## src/rtl/uqpd_pkg.sv

```systemverilog
// ============================================================================
// uqpd_pkg
// Shared constants and helpers for the URL query percent decoder.
// ============================================================================
`default_nettype none

package uqpd_pkg;

    localparam int unsigned CfgAddrW = 3;
    localparam int unsigned CfgDataW = 8;

    localparam logic [CfgAddrW-1:0] REG_QUERY_MODE     = 3'd0;
    localparam logic [CfgAddrW-1:0] REG_PLUS_CHAR      = 3'd1;
    localparam logic [CfgAddrW-1:0] REG_STRICT_INVALID = 3'd2;
    localparam logic [CfgAddrW-1:0] REG_PAIR_SEP_CODE  = 3'd3;
    localparam logic [CfgAddrW-1:0] REG_KV_SEP_CODE    = 3'd4;

    localparam logic [7:0] CH_PLUS    = 8'h2B;
    localparam logic [7:0] CH_PERCENT = 8'h25;
    localparam logic [7:0] CH_EQUALS  = 8'h3D;
    localparam logic [7:0] CH_AMP     = 8'h26;
    localparam logic [7:0] CH_SPACE   = 8'h20;

    localparam logic [7:0] RST_PLUS_CHAR     = 8'd32;
    localparam logic [7:0] RST_PAIR_SEP_CODE = 8'd38;
    localparam logic [7:0] RST_KV_SEP_CODE   = 8'd61;

    typedef struct packed {
        logic       valid;
        logic [3:0] value;
    } hex_t;

    function automatic hex_t hex_decode(input logic [7:0] c);
        hex_t h;
        h.valid = 1'b1;
        h.value = 4'd0;
        if (c >= 8'h30 && c <= 8'h39) begin
            h.value = 4'(c - 8'h30);
        end else if (c >= 8'h61 && c <= 8'h66) begin
            h.value = 4'(c - 8'h57);
        end else if (c >= 8'h41 && c <= 8'h46) begin
            h.value = 4'(c - 8'h37);
        end else begin
            h.valid = 1'b0;
        end
        return h;
    endfunction

endpackage

`default_nettype wire

```

## src/rtl/url_query_percent_decoder.sv

```systemverilog
// ============================================================================
// url_query_percent_decoder
// Streaming percent decoder with plain and query key/value modes.
// ============================================================================
// Each input beat is decoded in the cycle it is accepted and its results (one
// to three bytes, or none) are loaded into an output register that emits one
// beat per cycle while m_ready is high. A byte giving at most one result
// flows at one byte per clock while m_ready is high; a byte giving more results
// holds the output register, and the next input beat is taken in the cycle that
// the last of them leaves. Escape digits and dropped bytes load no output beat.
`default_nettype none

module url_query_percent_decoder (
    input  wire logic                            aclk,
    input  wire logic                            aresetn,

    input  wire logic                            cfg_we,
    input  wire logic [uqpd_pkg::CfgAddrW-1:0]   cfg_addr,
    input  wire logic [uqpd_pkg::CfgDataW-1:0]   cfg_wdata,

    input  wire logic                            s_valid,
    output logic                                 s_ready,
    input  wire logic [7:0]                      s_in_byte,
    input  wire logic                            s_end_of_input,

    output logic                                 m_valid,
    input  wire logic                            m_ready,
    output logic [7:0]                           m_out_byte,
    output logic                                 m_error,
    output logic                                 m_last_of_run,
    output logic                                 m_end_of_string
);

    typedef enum logic [1:0] {
        PH_NONE,
        PH_PCT,
        PH_DIGIT
    } phase_t;

    // configuration
    logic       query_mode_reg;
    logic [7:0] plus_char_reg;
    logic       strict_invalid_reg;
    logic [7:0] pair_sep_code_reg;
    logic [7:0] kv_sep_code_reg;

    // string state
    phase_t     phase_reg, phase_next;
    logic [7:0] held_reg, held_next;
    logic       in_value_reg, in_value_next;
    logic       drop_reg, drop_next;

    // result bundle
    logic [1:0] cnt_reg, cnt_next;
    logic [7:0] b0_reg, b1_reg, b2_reg;
    logic [7:0] b0_next, b1_next, b2_next;
    logic       err_reg, err_next;
    logic       eos_reg, eos_next;

    logic       s_fire, m_fire;
    logic [7:0] plusmap, sep_code, pm_in, pm_held;
    logic       strict, sep, give_err;
    uqpd_pkg::hex_t hx_held, hx_in;

    assign s_fire  = s_valid && s_ready;
    assign m_fire  = m_valid && m_ready;
    assign m_valid = (cnt_reg != 2'd0);
    assign s_ready = (cnt_reg == 2'd0) || ((cnt_reg == 2'd1) && m_ready);

    assign m_out_byte      = b0_reg;
    assign m_error         = err_reg;
    assign m_last_of_run   = (cnt_reg == 2'd1);
    assign m_end_of_string = eos_reg && (cnt_reg == 2'd1);

    always_comb begin
        plusmap  = query_mode_reg ? (in_value_reg ? uqpd_pkg::CH_SPACE : uqpd_pkg::CH_PLUS)
                                  : plus_char_reg;
        strict   = !query_mode_reg && strict_invalid_reg;
        sep      = query_mode_reg && ((s_in_byte == uqpd_pkg::CH_AMP) ||
                   ((s_in_byte == uqpd_pkg::CH_EQUALS) && !in_value_reg));
        sep_code = (s_in_byte == uqpd_pkg::CH_AMP) ? pair_sep_code_reg : kv_sep_code_reg;
        pm_in    = (s_in_byte == uqpd_pkg::CH_PLUS) ? plusmap : s_in_byte;
        pm_held  = (held_reg == uqpd_pkg::CH_PLUS) ? plusmap : held_reg;
        hx_held  = uqpd_pkg::hex_decode(held_reg);
        hx_in    = uqpd_pkg::hex_decode(s_in_byte);
    end

    always_comb begin
        phase_next    = phase_reg;
        held_next     = held_reg;
        in_value_next = in_value_reg;
        drop_next     = drop_reg;
        give_err      = 1'b0;

        // drain the output register one beat at a time
        cnt_next = cnt_reg;
        b0_next  = b1_reg;
        b1_next  = b2_reg;
        b2_next  = b2_reg;
        err_next = err_reg;
        eos_next = eos_reg;
        if (m_fire) begin
            cnt_next = cnt_reg - 2'd1;
        end else begin
            b0_next = b0_reg;
            b1_next = b1_reg;
        end

        if (s_fire) begin
            cnt_next = 2'd0;
            b0_next  = 8'd0;
            b1_next  = 8'd0;
            b2_next  = 8'd0;
            err_next = 1'b0;
            eos_next = s_end_of_input;

            if (drop_reg) begin
                // hold off until the end of the rejected string
            end else if (sep) begin
                phase_next    = PH_NONE;
                held_next     = 8'd0;
                in_value_next = (s_in_byte != uqpd_pkg::CH_AMP);
                unique case (phase_reg)
                    PH_PCT: begin
                        cnt_next = 2'd2;
                        b0_next  = uqpd_pkg::CH_PERCENT;
                        b1_next  = sep_code;
                    end
                    PH_DIGIT: begin
                        cnt_next = 2'd3;
                        b0_next  = uqpd_pkg::CH_PERCENT;
                        b1_next  = pm_held;
                        b2_next  = sep_code;
                    end
                    default: begin
                        cnt_next = 2'd1;
                        b0_next  = sep_code;
                    end
                endcase
            end else begin
                unique case (phase_reg)
                    PH_PCT: begin
                        if (s_end_of_input) begin
                            if (strict) begin
                                give_err = 1'b1;
                            end else begin
                                cnt_next   = 2'd2;
                                b0_next    = uqpd_pkg::CH_PERCENT;
                                b1_next    = pm_in;
                                phase_next = PH_NONE;
                            end
                        end else begin
                            held_next  = s_in_byte;
                            phase_next = PH_DIGIT;
                        end
                    end
                    PH_DIGIT: begin
                        phase_next = PH_NONE;
                        held_next  = 8'd0;
                        if (hx_held.valid && hx_in.valid) begin
                            cnt_next = 2'd1;
                            b0_next  = {hx_held.value, hx_in.value};
                        end else if (strict) begin
                            give_err = 1'b1;
                        end else begin
                            cnt_next = 2'd3;
                            b0_next  = uqpd_pkg::CH_PERCENT;
                            b1_next  = held_reg;
                            b2_next  = s_in_byte;
                        end
                    end
                    default: begin
                        if (s_in_byte == uqpd_pkg::CH_PERCENT) begin
                            if (!s_end_of_input) begin
                                phase_next = PH_PCT;
                            end else if (strict) begin
                                give_err = 1'b1;
                            end else begin
                                cnt_next = 2'd1;
                                b0_next  = uqpd_pkg::CH_PERCENT;
                            end
                        end else begin
                            cnt_next = 2'd1;
                            b0_next  = pm_in;
                        end
                    end
                endcase
            end

            if (give_err) begin
                cnt_next = 2'd1;
                b0_next  = 8'd0;
                err_next = 1'b1;
                eos_next = 1'b1;
            end

            if (give_err || s_end_of_input) begin
                phase_next    = PH_NONE;
                held_next     = 8'd0;
                in_value_next = 1'b0;
                drop_next     = give_err && !s_end_of_input;
            end
        end
    end

    always_ff @(posedge aclk) begin
        if (!aresetn) begin
            query_mode_reg     <= 1'b0;
            plus_char_reg      <= uqpd_pkg::RST_PLUS_CHAR;
            strict_invalid_reg <= 1'b0;
            pair_sep_code_reg  <= uqpd_pkg::RST_PAIR_SEP_CODE;
            kv_sep_code_reg    <= uqpd_pkg::RST_KV_SEP_CODE;
            phase_reg          <= PH_NONE;
            held_reg           <= 8'd0;
            in_value_reg       <= 1'b0;
            drop_reg           <= 1'b0;
            cnt_reg            <= 2'd0;
            err_reg            <= 1'b0;
            eos_reg            <= 1'b0;
        end else begin
            if (cfg_we) begin
                unique case (cfg_addr)
                    uqpd_pkg::REG_QUERY_MODE:     query_mode_reg     <= cfg_wdata[0];
                    uqpd_pkg::REG_PLUS_CHAR:      plus_char_reg      <= cfg_wdata;
                    uqpd_pkg::REG_STRICT_INVALID: strict_invalid_reg <= cfg_wdata[0];
                    uqpd_pkg::REG_PAIR_SEP_CODE:  pair_sep_code_reg  <= cfg_wdata;
                    uqpd_pkg::REG_KV_SEP_CODE:    kv_sep_code_reg    <= cfg_wdata;
                    default: ;
                endcase
            end
            phase_reg    <= phase_next;
            held_reg     <= held_next;
            in_value_reg <= in_value_next;
            drop_reg     <= drop_next;
            cnt_reg      <= cnt_next;
            err_reg      <= err_next;
            eos_reg      <= eos_next;
        end
    end

    always_ff @(posedge aclk) begin
        b0_reg <= b0_next;
        b1_reg <= b1_next;
        b2_reg <= b2_next;
    end

    a_err_beat_shape: assert property (@(posedge aclk) disable iff (!aresetn)
        (m_valid && m_error) |-> (m_out_byte == 8'd0 && m_last_of_run && m_end_of_string))
        else $error("error beat is not a lone zero end-of-string beat");

    a_drop_silent: assert property (@(posedge aclk) disable iff (!aresetn)
        (s_fire && drop_reg) |=> !m_valid)
        else $error("dropped byte produced a result");

    a_err_clears_state: assert property (@(posedge aclk) disable iff (!aresetn)
        (m_valid && m_error) |-> (phase_reg == PH_NONE && !in_value_reg))
        else $error("string state not cleared after error");

endmodule

`default_nettype wire

```

## config.mk

```make
export PLATFORM = sky130hd
export DESIGN_NAME = url_query_percent_decoder
export DESIGN_NICKNAME = d
export VERILOG_FILES = /design/src/rtl/uqpd_pkg.sv /design/src/rtl/url_query_percent_decoder.sv
export SDC_FILE = /design/constraint.sdc
export NUM_CORES = 1
export LEC_CHECK = 0
export ABC_AREA = 1
export ABC_CLOCK_PERIOD_IN_PS = 2500
export BUFFER_PORTS_ARGS = -buffer_cell sky130_fd_sc_hd__buf_4
export CORE_MARGIN = 2
export CORE_UTILIZATION = 50
export DETAILED_ROUTE_END_ITERATION = 8
export PLACE_DENSITY = 0.69
export SLEW_MARGIN = 20
export SYNTH_ARGS = -nofsm -noshare
export SYNTH_HDL_FRONTEND = slang
export SYNTH_SLANG_ARGS = --single-unit
```

## constraint.sdc

```tcl
create_clock -name aclk -period 2.5 [get_ports aclk]
set_input_delay 0.25 -clock aclk [delete_from_list [all_inputs] [get_ports aclk]]
set_output_delay 0.25 -clock aclk [all_outputs]
set_load 0.05 [all_outputs]
```

==> run metrics, run 1 <==
vias in the first global route=3839; Reg area=1563 µm²; most used routing layer=met2; WL final=13520 µm; top post-synthesis cells by area=dfxtp_1 (20%), edfxtp_1 (17%), nand2_1 (15%); chip height=95.34 µm; kind of critical path=reg -> reg; H-tree levels=3; final hold vios=0; clock share of power=25.7%; DRT iter0 DRCs=399; Seq/Total Area, Yosys=37.43%; Clock transition at path regs=90 ps; Setup TNS=0 ps; Hold Path Stages=3; chip width=95.34 µm; via count=4368; Internal=2.325 mW; RSZ-0062 raised after global routing=no; die area=9090 µm²; Mapped Area=4172 µm²; Starting Density=51.28%; Core Util, Final=59.67%; combinational fraction of design power=34.6%; Clock Sinks=66; Syn Nets=647; CTS tree=yes; worst-path fanout max=8; met2 global-route usage=47.77%; Switch Pwr=1.512 mW; IO Pins=38; maximum VDD drop=0.3209 mV; Sw Ratio=39.40%; synthesis-to-layout area growth=16.35%; Final period util=88.04%; Distinct cells, synth=37; HPWL after DPL=10530 µm; Post-layout nets=697; Clock Latency Late Sink=360 ps; Synth top area share=20.16%; DRC=0; multi-input logic area=2260 µm²; Setup Buffers After CTS=0; fill count=773; TritonCTS buffer count=9; pin count of the biggest net entering global routing=35; core area=8134 µm²; skew final=20.85 ps; Syn Area/Cell=6.827 µm²; Total GRT Usage=30.84%; required time worst endpoint=2730 ps; Antenna Nets Post-Route=0; PortBufs=37; Routed WL per cell=17.54 µm; Crit. End Element=flip-flop; FMAX=0.4543 GHz; most common flop cell mapped by yosys=dfxtp_1; grt met1 use=40.80%; GR Util met3=6.877%; first drt pass iteration count=5; Worst Reg-to-Reg Cells=13; # rows=33; Avg Vias per Cell=5.665; WHS=111.2 ps; status=completed; share of cells above drive strength 1=15.77%; Hold Buf Count CTS=0; Yosys top cell by area=dfxtp_1; Seq cells post-synth=66; global-route wire length before repair=20510 µm; commonest non-fill, non-tap cell in the layout=nand2_1; Tmin final=2201 ps; Max Root-Sink Buffers=2; Cells after Synth=611; pwr dens=790.6 nW/µm²; ANT cells=0; Hold Crit Class=in -> reg; gpl congestion=1.063; global route total overflow=0; YS warnings=0; initial antenna violation count=1; Async SR Flop Fraction=0%; Max Transition Viols Final=0; Setup-failing EPs final=0; Crit path arrival time=2430 ps; EDFF count, synth=24; commonest cells after routing, fill and taps aside=nand2_1 (165), o21ai_0 (62), inv_1 (61), nor2_1 (61), buf_4 (55); Worst setup SP type=flip-flop; Max Cap Viol=0; Lkg Pwr=2.253 nW; Seq pwr share=39.7%; Root Buffer=clkbuf_8; worst-margin pin slew=486.7 ps; Slew HR=67.43%
==> kinds of logic after synthesis <==
logic type,count (synthesis),share of synthesized area [%]
buffers and inverters,90,8.458
xor gates and xnor gates,2,0.4200
and+or+nand+nor,322,34.37
DFF,66,37.43
adders and majority gates,11,3.299
AOI/OAI and AO/OA,120,16.02
==> Yosys cell counts (all sizes together) (2+ instances only) <==
cell	count
nand3	54
xor2	2
o211ai	7
buf	6
inv	70
a31oi	6
nor3	13
clkinv	4
dfxtp	42
clkbuf	10
edfxtp	24
nand4	5
nand2	180
o221ai	5
o31ai	3
o21ai	63
ha	11
a21oi	34
nor2	66
==> critical path, cell delays in order (launching register included) <==
cell and delay (ps):
dfxtp_2 390, inv_1 100, ha_1 210, inv_1 50
nor2_1 50, nor2_1 100, nand2_1 70, nand2_2 110
nand2_2 110, nand2_4 110, nand2_2 130, o221ai_1 260
nand3_1 250, nand2_1 140
==> cell type report <==
cell class	count	share of cell area (%)
clock inverters	5	1.160
inverters	74	5.723
multi-input cells	455	46.56
well taps	105	2.707
clock buffers	11	3.145
repair buffers	55	8.507
flip-flops and latches	66	32.20
==> routing by layer <==
layer,up-vias,part of all wire (%)
met2,194,45
met1,2015,43
met5,-,0
met4,0,3.7
li1,2116,-
met3,43,7.8
==> power by group through the flow <==
stage                     clock [mW]  combinational (mW)  sequential [mW]
after global routing            1.03                1.45             1.54
after floorplan                    0               0.681             1.75
final                          0.986                1.33             1.52
after CTS                      0.995                1.33             1.52
after global placement             0                1.31             1.53
after detailed placement           0                1.32             1.55
==> what timing repair did <==
item,4_1_cts,5_1_grt
gates resized for setup,0,1
endpoints found under the hold margin,0,0
endpoints found under the setup margin,0,4
==> worst paths after layout <==
path,startpoint,end,slack (ps)
max reg2reg,held_reg[0],b1_reg[0],300
max,held_reg[0],b1_reg[0],300
min reg2reg,pair_sep_code_reg[3],pair_sep_code_reg[3],450
min,cfg_wdata[4],kv_sep_code_reg[4],110
==> through the flow <==
stage / cell area [µm²] / power [mW] / setup WS [ps] / std cells
after floorplan: 4174 / 2.435 / 176.0 / 611
after global placement: 4643 / 2.843 / 155.7 / 755
after detailed placement: 4643 / 2.872 / 217.5 / 755
after CTS: 4852 / 3.845 / 255.1 / 771
after global routing: 4853 / 4.024 / 47.42 / 771
final: 4853 / 3.837 / 298.9 / 771
No activity file was read; power rests on OpenSTA's default activity.
==> run 2: changes to the inputs <==
- CORE_MARGIN: 2 -> default
==> run 2 against run 1 <==
Compared with the run above: design area grew 0.10%; critical path depth grew 5; sequential share of layout area shrank 0.059 points; final cell count shrank 0.39%; sequential power is essentially flat; critical endpoint is now m_out_byte[2]; highest routed layer unchanged.
==> run metrics, run 2 (synthesized netlist as in run 1, its figures left out) <==
status=completed (unchanged); Root Buffer=clkbuf_8 (unchanged); global route total overflow=0 (unchanged); WL final=12990 µm (was 13520 µm); commonest cells after routing, fill and taps aside=nand2_1 (165), o21ai_0 (62), inv_1 (61), nor2_1 (61), buf_4 (55) (unchanged); Max Transition Viols Final=0 (unchanged); IO Pins=38 (unchanged); TritonCTS buffer count=9 (unchanged); vias in the first global route=3954 (was 3839); Avg Vias per Cell=5.725 (was 5.665); FMAX=0.4475 GHz (was 0.4543 GHz); core area=7888 µm² (was 8134 µm²); ANT cells=0 (unchanged); Final period util=89.39% (was 88.04%); Antenna Nets Post-Route=0 (unchanged); worst-margin pin slew=757.7 ps (was 486.7 ps); CTS tree=yes (unchanged); synthesis-to-layout area growth=16.47% (was 16.35%); gpl congestion=0.9994 (was 1.063); pin count of the biggest net entering global routing=35 (unchanged); Hold Buf Count CTS=0 (unchanged); Max Root-Sink Buffers=2 (unchanged); Hold Crit Class=in -> reg (unchanged); Starting Density=52.89% (was 51.28%); # rows=32 (was 33); Hold Path Stages=3 (unchanged); first drt pass iteration count=5 (unchanged); initial antenna violation count=0 (was 1); HPWL after DPL=10060 µm (was 10530 µm); global-route wire length before repair=20600 µm (was 20510 µm); Crit. End Element=flip-flop (unchanged); Lkg Pwr=2.254 nW (was 2.253 nW); Tmin final=2235 ps (was 2201 ps); Worst Reg-to-Reg Cells=18 (was 13); pwr dens=787.2 nW/µm² (was 790.6 nW/µm²); Post-DP Area=4639 µm² (was 4643 µm²); Slew HR=49.37% (was 67.43%); skew final=6.747 ps (was 20.85 ps); final hold vios=0 (unchanged); chip width=93.34 µm (was 95.34 µm); required time worst endpoint=2610 ps (was 2730 ps); die area=8712 µm² (was 9090 µm²); Routed WL per cell=16.91 µm (was 17.54 µm); Clock transition at path regs=80 ps (was 90 ps); share of cells above drive strength 1=15.77% (unchanged); Setup Buffers After CTS=0 (unchanged); Clock Sinks=66 (unchanged); H-tree levels=3 (unchanged); chip height=93.34 µm (was 95.34 µm); Total GRT Usage=31.52% (was 30.84%); Max Cap Viol=0 (unchanged); RSZ-0062 raised after global routing=no (unchanged); Worst setup SP type=flip-flop (unchanged); via count=4397 (was 4368); post-CTS sizing=0 (unchanged); Clock Latency Late Sink=350 ps (was 360 ps); Setup TNS=0 ps (unchanged); Final Cell Area=4858 µm² (was 4853 µm²); DRC=0 (unchanged); maximum VDD drop=0.3266 mV (was 0.3209 mV); Post-layout nets=697 (unchanged); kind of critical path=reg -> reg (unchanged); DRT iter0 DRCs=416 (was 399); Crit path arrival time=2350 ps (was 2430 ps); commonest non-fill, non-tap cell in the layout=nand2_1 (unchanged); worst-path fanout max=5 (was 8); Setup-failing EPs final=0 (unchanged); PortBufs=37 (unchanged)
## run 2: cell count changes in the layout (fill, tap and decap cells not counted), sizes merged
cell,change
clkinv,+2
clkbuf,-1
inv,-1
## run 2: layout make-up
type                       instances  area, µm²
clock buffer                      10      148.9
clock inverter                     6      70.07
fill                             740       3029
inverter                          74      277.8
multi-input combinational        455       2260
sequential                        66       1562
tap                              102      127.6
timing repair buffer              55      412.9
## run 2: power by group
group / switching, mW / internal [mW] / total [mW]
registers: 0.100 / 1.41 / 1.51
logic: 0.939 / 0.375 / 1.31
clock network: 0.467 / 0.530 / 0.997
total: 1.51 / 2.32 / 3.82
## run 2: worst max-delay path: stages, from the launching register on
cell and delay [ps]:
dfxtp_1 430, inv_1 130, ha_1 210, inv_1 60, nor2_1 50, nor2_1 90
nand2_1 70, nand2_2 110, nand2_2 100, nand2_4 100, inv_1 80, nand2_1 120
nand2_1 110, nand2_1 70, nand2_1 50, nand2_1 50, nand2_1 50, nand2_1 70
nand2_1 50
## run 2: path summary, 6_finish.rpt
check | startpoint | endpoint | slack (ps)
max | held_reg[0] | m_out_byte[2] | 270
max reg2reg | held_reg[0] | m_out_byte[2] | 270
min reg2reg | pair_sep_code_reg[0] | pair_sep_code_reg[0] | 450
min | cfg_wdata[3] | kv_sep_code_reg[3] | 110
## run 2: stage by stage
stage	util, %	hold slack (ps)	setup WS [ps]	power [mW]	cells
detailed placement	58.82	439.4	306.8	2.850	752
global placement	58.82	434.3	290.5	2.834	752
CTS	61.60	104.2	304.5	3.842	768
floorplan	-	363.2	176.0	2.435	611
global route	61.60	122.6	32.76	4.016	768
finish	61.60	114.9	265.2	3.825	768
## run 2: layer usage
metal	global-route usage (%)	wire length, µm	share of wire [%]	up-vias
met3	4.390	1019	7.8	32
met1	43.94	5766	44	2040
li1	-	-	-	2115
met5	0	0	0	-
met2	49.45	5819	45	210
met4	11.92	380	2.9	0
==> run 3: changes to the inputs <==
- ABC_AREA: 1 -> 0
- ABC_CLOCK_PERIOD_IN_PS: 2500 -> 2300
- SETUP_SLACK_MARGIN: default -> 0.4
- clock period: 2.5 -> 2.3 ns (I/O delays scaled with it)
==> run 3 against run 2 <==
Compared with the run above: routed wire length grew 2.3%; register-to-register slack lost 80 ps; clock power grew 4%; clock skew grew 15 ps; flip-flop and latch count is the same; non-clock buffer count grew 64; synthesized cell count shrank 22%; critical path depth shrank 12; worst setup slack lost 77 ps; critical endpoint unchanged; largest cell class unchanged; largest power group unchanged.
==> run metrics, run 3 <==
Crit path arrival time=2190 ps (was 2350 ps); IO Pins=38 (unchanged); Crit. End Element=flip-flop (unchanged); Max Cap Viol=0 (unchanged); Max Transition Viols Final=0 (unchanged); Async SR Flop Fraction=0% (unchanged); Clock transition at path regs=80 ps (about the same); H-tree levels=3 (unchanged); final hold vios=0 (unchanged); pin count of the biggest net entering global routing=27 (was 35); Worst setup SP type=flip-flop (unchanged); Seq/Total Area, Yosys=38.85% (was 37.43%); first drt pass iteration count=5 (unchanged); synthesis-to-layout area growth=41.38% (was 16.47%); FMAX=0.4735 GHz (was 0.4475 GHz); clock share of power=30.5% (was 26.1%); Antenna Nets Post-Route=0 (unchanged); DRT iter0 DRCs=383 (was 416); maximum VDD drop=0.4614 mV (was 0.3266 mV); commonest cells after routing, fill and taps aside=buf_4 (105), nand2_1 (99), dfxtp_1 (34), a21oi_1 (25), edfxtp_1 (24) (was nand2_1 (165), o21ai_0 (62), inv_1 (61), nor2_1 (61), buf_4 (55)); EDFF count, synth=24 (unchanged); Clock Latency Late Sink=350 ps (about the same); Slew HR=61.99% (was 49.37%); Hold Buf Count CTS=0 (unchanged); HPWL after DPL=9553 µm (was 10060 µm); Post-layout nets=615 (was 697); TritonCTS buffer count=9 (unchanged); core area=7767 µm² (was 7888 µm²); status=completed (unchanged); Root Buffer=clkbuf_8 (unchanged); gpl congestion=0.9679 (was 0.9994); Post-DP Area=4897 µm² (was 4639 µm²); Avg Vias per Cell=6.079 (was 5.725); Tmin final=2112 ps (was 2235 ps); kind of critical path=reg -> reg (unchanged); Synth top cells by count=nand2_1 (101), dfxtp_1 (42), a21oi_1 (33), nand3_1 (29) (was nand2_1 (166), o21ai_0 (62), inv_1 (61), nor2_1 (61), nand3_1 (52)); chip width=91.66 µm (was 93.34 µm); pwr dens=602.5 nW/µm² (was 787.2 nW/µm²); Mapped Area=4019 µm² (was 4172 µm²); via count=4170 (was 4397); Final period util=91.82% (was 89.39%); Max Root-Sink Buffers=2 (unchanged); most numerous cell in the Yosys netlist=nand2_1 (unchanged); Yosys top cell by area=dfxtp_1 (unchanged); CTS tree=yes (unchanged); global-route wire length before repair=21090 µm (was 20600 µm); RSZ-0062 raised after global routing=yes (was no); Total GRT Usage=32.69% (was 31.52%); required time worst endpoint=2380 ps (was 2610 ps); Syn Nets=514 (was 647); worst-path fanout max=8 (was 5); Starting Density=51.74% (was 52.89%); most common flop cell mapped by yosys=dfxtp_1 (unchanged); Syn Area/Cell=8.408 µm² (was 6.827 µm²); Seq cells post-synth=66 (unchanged); chip height=91.66 µm (was 93.34 µm); Final Cell Area=5682 µm² (was 4858 µm²); combinational fraction of design power=28.1% (was 34.4%); fill count=613 (was 740); Switch Pwr=1.191 mW (was 1.506 mW); DRC=0 (unchanged); Cells after Synth=478 (was 611); share of cells above drive strength 1=39.90% (was 15.77%); Synth top area share=20.92% (was 20.16%); top post-synthesis cells by area=dfxtp_1 (21%), edfxtp_1 (18%), nand2_1 (9.4%) (was dfxtp_1 (20%), edfxtp_1 (17%), nand2_1 (15%)); WL final=13280 µm (was 12990 µm); Clock Sinks=66 (unchanged); skew final=21.64 ps (was 6.747 ps); Seq pwr share=41.4% (was 39.6%); Lkg Pwr=2.231 nW (was 2.254 nW); Hold Crit Class=in -> reg (unchanged); worst-margin pin slew=568.0 ps (was 757.7 ps); Sw Ratio=34.80% (was 39.37%); Internal=2.232 mW (was 2.319 mW); # rows=32 (unchanged); commonest non-fill, non-tap cell in the layout=buf_4 (was nand2_1); global route total overflow=0 (unchanged); Setup-failing EPs final=0 (unchanged); ANT cells=0 (unchanged); die area=8401 µm² (was 8712 µm²); vias in the first global route=4087 (was 3954); PortBufs=37 (unchanged); YS warnings=0 (unchanged); initial antenna violation count=0 (unchanged); Setup TNS=0 ps (unchanged); Distinct cells, synth=71 (was 37); Routed WL per cell=19.36 µm (was 16.91 µm)
-- run 3: cell count changes in the layout (fill, tap and decap cells not counted), sizes merged, moves of 7 or more --
cell | before | now
nand3 | 54 | 29
o21ai | 63 | 34
inv | 72 | 22
a32oi | 0 | 7
nand2 | 180 | 101
nor2 | 66 | 25
nor3 | 13 | 4
buf | 55 | 118
o31ai | 3 | 13
-- run 3: layer usage --
layer / global-route usage (%) / wire length [µm] / vias to the layer above
li1: - / - / 1953
met1: 41.71 / 5586 / 1972
met2: 54.26 / 6277 / 198
met3: 4.726 / 807 / 47
met4: 15.74 / 612 / 0
met5: 0 / 0 / -
-- run 3: per-stage QoR --
stage	worst slack (ps)	total power [mW]	utilization, %	hold WS [ps]	std cells
global route	108.3	3.553	73.15	104.3	686
finish	188.1	3.423	73.15	106.6	686
detailed placement	-191.7	2.310	63.05	448.9	652
floorplan	310.2	2.001	-	354.0	478
global placement	-178.4	2.295	63.05	443.3	652
CTS	212.1	3.368	69.75	102.2	679
-- run 3: worst paths after layout --
path / end / from / slack, ps / cells after the start
worst max register to register: m_out_byte[2] / query_mode_reg / 190 / 6
worst max-delay path: m_out_byte[2] / query_mode_reg / 190 / 6
worst min-delay path: pair_sep_code_reg[5] / cfg_wdata[5] / 110 / 3
worst min register to register: pair_sep_code_reg[6] / pair_sep_code_reg[6] / 460 / 2
-- run 3: logic make-up after synthesis --
logic type | count (synthesis) | synth area share [%]
AND/OR/NAND/NOR | 201 | 24.97
AO/OA/AOI/OAI | 137 | 23.72
flip-flops | 66 | 38.85
buffers and inverters | 47 | 4.981
multiplexers | 12 | 3.176
adder cells (fa/ha/maj) | 11 | 3.425
XOR/XNOR | 4 | 0.8716
-- run 3: layout make-up --
| cell class | count | area, µm² | area share, % |
|---|---|---|---|
| Sequential cell | 66 | 1577 | 27.75 |
| Clock buffer | 9 | 123.9 | 2.180 |
| Timing Repair Buffer | 119 | 993.5 | 17.49 |
| Clock inverter | 7 | 82.58 | 1.453 |
| Tap cell | 102 | 127.6 | 2.246 |
| Multi-Input combinational cell | 365 | 2685 | 47.26 |
| Inverter | 18 | 92.59 | 1.630 |
-- run 3: what timing repair did --
action                     in CTS  in global routing
setup endpoints to repair      40                 40
cloned                          0                  1
pin swaps                      35                 29
buffers inserted               11                  6
gates resized for setup        47                 40
-- run 3: worst max-delay path: stages, from the launching register on --
cell	delay, ps
dfxtp_1	310
nand2b_2	220
buf_4	170
o32a_1	390
or3b_4	450
o211ai_4	190
o31ai_2	110
-- run 3: power by group through the flow --
stage,clock network [mW],registers [mW],logic [mW]
after floorplan,0,1.57,0.426
after global placement,0,1.44,0.857
after detailed placement,0,1.44,0.866
after CTS,1.04,1.42,0.908
after global routing,1.10,1.43,1.03
final,1.04,1.42,0.962
